--- config.mk ---
export PLATFORM = sky130hd
export DESIGN_NAME = ple_cell
export DESIGN_NICKNAME = d
export VERILOG_FILES = /design/src/ple_pkg.sv /design/src/ple_cell.sv
export SDC_FILE = /design/constraint.sdc
export NUM_CORES = 1
export LEC_CHECK = 0
export BUFFER_PORTS_ARGS = -buffer_cell sky130_fd_sc_hd__buf_2
export CORE_ASPECT_RATIO = 0.7
export CORE_MARGIN = 1
export CORE_UTILIZATION = 39
export DETAILED_ROUTE_END_ITERATION = 12
export PLACE_DENSITY = 0.88
export SETUP_SLACK_MARGIN = 0.02
export SYNTH_ARGS = -nofsm -noshare
export SYNTH_HDL_FRONTEND = slang
export SYNTH_SLANG_ARGS = --single-unit
--- constraint.sdc ---
create_clock -name i_clk -period 6.4 [get_ports i_clk]
set_clock_uncertainty 0.05 [all_clocks]
set_input_delay 1.28 -clock i_clk [delete_from_list [all_inputs] [get_ports i_clk]]
set_output_delay 1.28 -clock i_clk [all_outputs]
set_load 0.01 [all_outputs]
--- src/ple_pkg.sv ---
// Types and codes shared by the positional list engine and its cells.
`default_nettype none

package ple_pkg;

    localparam logic [2:0] OP_APPEND   = 3'd0;
    localparam logic [2:0] OP_INSERT   = 3'd1;
    localparam logic [2:0] OP_REMOVE   = 3'd2;
    localparam logic [2:0] OP_GET      = 3'd3;
    localparam logic [2:0] OP_SET      = 3'd4;
    localparam logic [2:0] OP_POP_AT   = 3'd5;
    localparam logic [2:0] OP_POP_LAST = 3'd6;

    localparam logic [1:0] STS_OK    = 2'd0;
    localparam logic [1:0] STS_RANGE = 2'd1;
    localparam logic [1:0] STS_FULL  = 2'd2;
    localparam logic [1:0] STS_EMPTY = 2'd3;

    // What every cell does with its entry at each clock edge.
    localparam logic [1:0] CM_HOLD  = 2'd0;
    localparam logic [1:0] CM_SET   = 2'd1;
    localparam logic [1:0] CM_OPEN  = 2'd2;
    localparam logic [1:0] CM_CLOSE = 2'd3;

    localparam int INDEX_W = 7;
    localparam int LEN_W   = 7;
    localparam int WORD_W  = 32;

    typedef struct packed {
        logic [2:0]                operation;
        logic [INDEX_W-1:0]        index;
        logic signed [WORD_W-1:0]  value;
    } t_in;

    typedef struct packed {
        logic signed [WORD_W-1:0]  read_value;
        logic [LEN_W-1:0]          length;
        logic [1:0]                status;
    } t_out;

    typedef struct packed {
        logic [1:0]          mode;
        logic [WORD_W-1:0]   value;
    } t_cell_cmd;

endpackage

`default_nettype wire

--- src/ple_cell.sv ---
// One cell of the list chain: holds one entry and passes read data upward.
`default_nettype none

module ple_cell #(
    parameter int POS_W = 6,
    parameter int IDX   = 0
) (
    input  wire logic                      i_clk,
    input  wire ple_pkg::t_cell_cmd        i_cmd,
    input  wire logic [POS_W-1:0]          i_pos,
    input  wire logic [ple_pkg::WORD_W-1:0] i_lower,
    input  wire logic [ple_pkg::WORD_W-1:0] i_upper,
    input  wire logic [ple_pkg::WORD_W-1:0] i_rd,
    output logic [ple_pkg::WORD_W-1:0]      o_entry,
    output logic [ple_pkg::WORD_W-1:0]      o_rd
);
    import ple_pkg::*;

    localparam logic [POS_W-1:0] MY_POS = POS_W'(IDX);

    logic [WORD_W-1:0] r_entry;
    logic [WORD_W-1:0] n_entry;
    logic [WORD_W-1:0] r_rd;
    logic              w_hit;
    logic              w_above;

    assign w_hit   = (MY_POS == i_pos);
    assign w_above = (MY_POS > i_pos);

    always_comb begin
        n_entry = r_entry;
        unique case (i_cmd.mode)
            CM_HOLD: begin
                n_entry = r_entry;
            end
            CM_SET: begin
                if (w_hit) n_entry = i_cmd.value;
            end
            CM_OPEN: begin
                if (w_above)    n_entry = i_lower;
                else if (w_hit) n_entry = i_cmd.value;
            end
            CM_CLOSE: begin
                if (w_hit || w_above) n_entry = i_upper;
            end
        endcase
    end

    // The read word enters the chain at the addressed cell and rides up to the top.
    always_ff @(posedge i_clk) begin
        r_entry <= n_entry;
        r_rd    <= w_hit ? r_entry : i_rd;
    end

    assign o_entry = r_entry;
    assign o_rd    = r_rd;

endmodule

`default_nettype wire

==> impl_metrics.toml <==
[timing]
finalHoldViolations = 0
totalNegativeSetupSlack_ns = 0
max-slew-margin-rel_pct = 25.5
timing.final.crit_period_ns = 3.55
max_freq_mhz = 282
rsz_0062_raised_after_global_routing = "no"
timing.final.ws_setup_ns = 2.85
drv_slew = 0
timing.hold.ws_ns = 0.458
report.final.setup_viol = 0
period_share_pct = 55.5
max_slew.worst_pin.slew_ns = 1.11

[yosys]
synth_enable_flop_cells = 32
synthesis.instances = 255
dominantRegCellSynth = "edfxtp_1"
post-synth-top-area-fraction_pct = 34.9
largest_area_contributor_in_the_synthesized_netlist = "edfxtp_1"
synth_area_per_cell_sq_um = 10.8
yosys_warnings = 0
synth_common_cells = "nor2_1 (35), a31oi_1 (32), dfxtp_1 (32), edfxtp_1 (32), nand3_1 (32)"
synthMuxAreaShare_pct = 13.1
synth.ff_latch_count = 64
synth_area_sq_um = 2750
synth_xor_area_share_pct = 0
post_synth_fa_ha_maj_area_fraction_pct = 0
postSynth.asyncResetShare_pct = 0
synth-seq-area-share_pct = 58.2
fraction_of_the_mapped_netlist_area_in_compound_gates_pct = 13.3
fraction_of_the_mapped_netlist_area_in_simple_logic_gates_pct = 12.2
post_synth_main_area_contributors = "edfxtp_1 (35%), dfxtp_1 (23%), mux2_1 (12%), a31oi_1 (7.3%), nand3_1 (5.8%)"
synth_top_family_by_area = "compound AO/OA/AOI/OAI gates"
syn_nets = 392
most_frequently_used_cell_type_in_the_post_synthesis_netlist = "nor2_1"
synth_cell_type_count = 17

[worst_hold_path]
min_path_type = "reg2reg"
worstHoldPathCells = 1
hold_start = "o_entry[12]"
min_delay_worst_endpoint = "o_rd[12]"

[grt]
first_global_vias = 2480
antenna_violations_before_repair = 0
globalRouteMet1Util_pct = 26.3
globalRouteMet3Util_pct = 6.17
grt_pass1_wl_microns = 12000
grt-busiest-layer = "met2"
grt_total_usage_pct = 21.6
grt.met2_usage_pct = 37.2
grt_start_max_net_pins = 66
grt_overflow = 0

[clocking]
cts.repair.resized = 0
cts_htree_levels = 3
clock_latency_ns = 0.34
worst_setup_hold_path_clk_slew_ns = 0.07
ctsHoldBuffers = 0
numClockSinks = 64
clock_tree.root_cell = "clkbuf_8"
cts_max_path_buffers = 2
clock_tree_from_tritoncts = "built"
post_cts.repair.setup_buffers = 0
tritoncts.num_buffers = 9

[drt]
dr_total_vias = 2606
drc_errors = 0
drt-initial-drc-count = 109
drt_wl_cell_microns = 15.1
dr.pass1.iters = 4
avgViaCountPerCell = 5.09
antenna_violating_nets_post_route = 0
routed_wirelength_microns = 7730

[worst_setup_path]
end_kind = "register"
r2r_start = "o_entry[20]"
worst-setup-path-type = "in2reg"
cp_cell_sequence = "buf_2 -> nor4_4 -> buf_4 -> nand2_2 -> mux2_1"
worst_path_max_delay_cell = "nor4_4"
critical_path_peak_fanout = 32
critical_path_arrival_ns = 3.71
start_kind = "input pin"
cp_data_required_time_ns = 6.56
r2r_setup_slack_ns = 5.40
rr_endpoint = "o_entry[20]"
r2r_cells = 2
critPathMaxStageDelay_ns = 0.81

[placement]
io_buffers = 168
post-place-ws_ns = 2.51
gp_routability_congestion = 0.715
hpwlAfterDp_microns = 5240

[flow_run]
drv_cap = 0

[die]
floorplan.initialDensity_pct = 40.6
dieArea_sq_um = 7400
die_height_microns = 72.3
fp.coreArea_sq_um = 6790
num_io_pins = 201
die-width_microns = 102
num_rows = 25

[final_layout]
final_layout_size_suffix_gt1_share_pct = 45.9
syn_to_final_growth_pct = 39.8
layout.nets = 551
antennaDiodeCount = 0

[power]
worst_ir_drop_vdd_uv = 199
power.density_cell_area_nw_per_um2 = 257
cellLeakagePower_nw = 1.65

[run_status]
run_status = "completed"
==> cells by family after synthesis <==
kind of cell           count (synthesis)
AOI/OAI and AO/OA                     65
buffers and inverters                 22
DFF                                   64
muxes                                 32
and+or+nand+nor                       72
==> power breakdown <==
group	switching [mW]	internal, mW
clock	0.152	0.199
combinational	0.0799	0.0671
sequential	0.0180	0.473
total	0.250	0.739
==> worst max path at each step <==
| stage | endpoint | startpoint | depth (start not counted) | slack (ns) |
|---|---|---|---|---|
| finish | o_rd[14] | i_pos[5] | 5 | 2.85 |
| global route | o_rd[28] | i_pos[5] | 5 | 2.70 |
| CTS | o_rd[30] | i_pos[5] | 5 | 2.87 |
| detailed placement | o_rd[14] | i_pos[5] | 5 | 2.51 |
| global placement | o_rd[14] | i_pos[5] | 5 | 2.56 |
| floorplan | o_entry[0] | i_pos[5] | 4 | 2.56 |
==> area by class of cell <==
type | instances | area, sq um
Multi-Input combinational cell | 169 | 1070
Tap cell | 94 | 118
Timing Repair Buffer | 170 | 856
Clock buffer | 12 | 155
Sequential cell | 64 | 1600
Clock inverter | 3 | 42.5
Fill cell | 610 | 2940
==> state kept, by name (all words and copies together) (netlist names) <==
name     flops
o_entry     32
o_rd        32
==> per-stage QoR <==
stage | power [mW] | area, sq um | utilization (%) | std cells
after detailed placement | 0.647 | 3650 | 53.8 | 497
final | 0.988 | 3850 | 56.7 | 512
after global placement | 0.640 | 3650 | 53.8 | 497
after CTS | 0.999 | 3850 | 56.7 | 512
after global routing | 1.04 | 3850 | 56.7 | 512
after floorplan | 0.565 | 2750 | - | 255
==> metal layers <==
layer	part of all wire, %	wire, microns
met1	44	3390
met2	48	3740
met3	6.8	525
met4	1.0	80
met5	0	0
==> worst max-delay path, delay by kind of cell <==
kind / cells / cell delay, ns
and+or+nand+nor: 2 / 1.36
buffers and inverters: 2 / 0.51
muxes: 1 / 0.54
==> placed cells by master (no fill, tap or decap), drive strengths merged <==
master / count
o21ai: 32
nor4: 1
edfxtp: 32
bufinv: 1
nand3: 32
nand2: 2
clkinvlp: 1
nor2: 35
clkinv: 1
clkbuf: 12
or4: 1
mux2: 32
or2: 1
dfxtp: 32
buf: 170
a21oi: 1
a31oi: 32
Power figures use the tool's default switching activity.
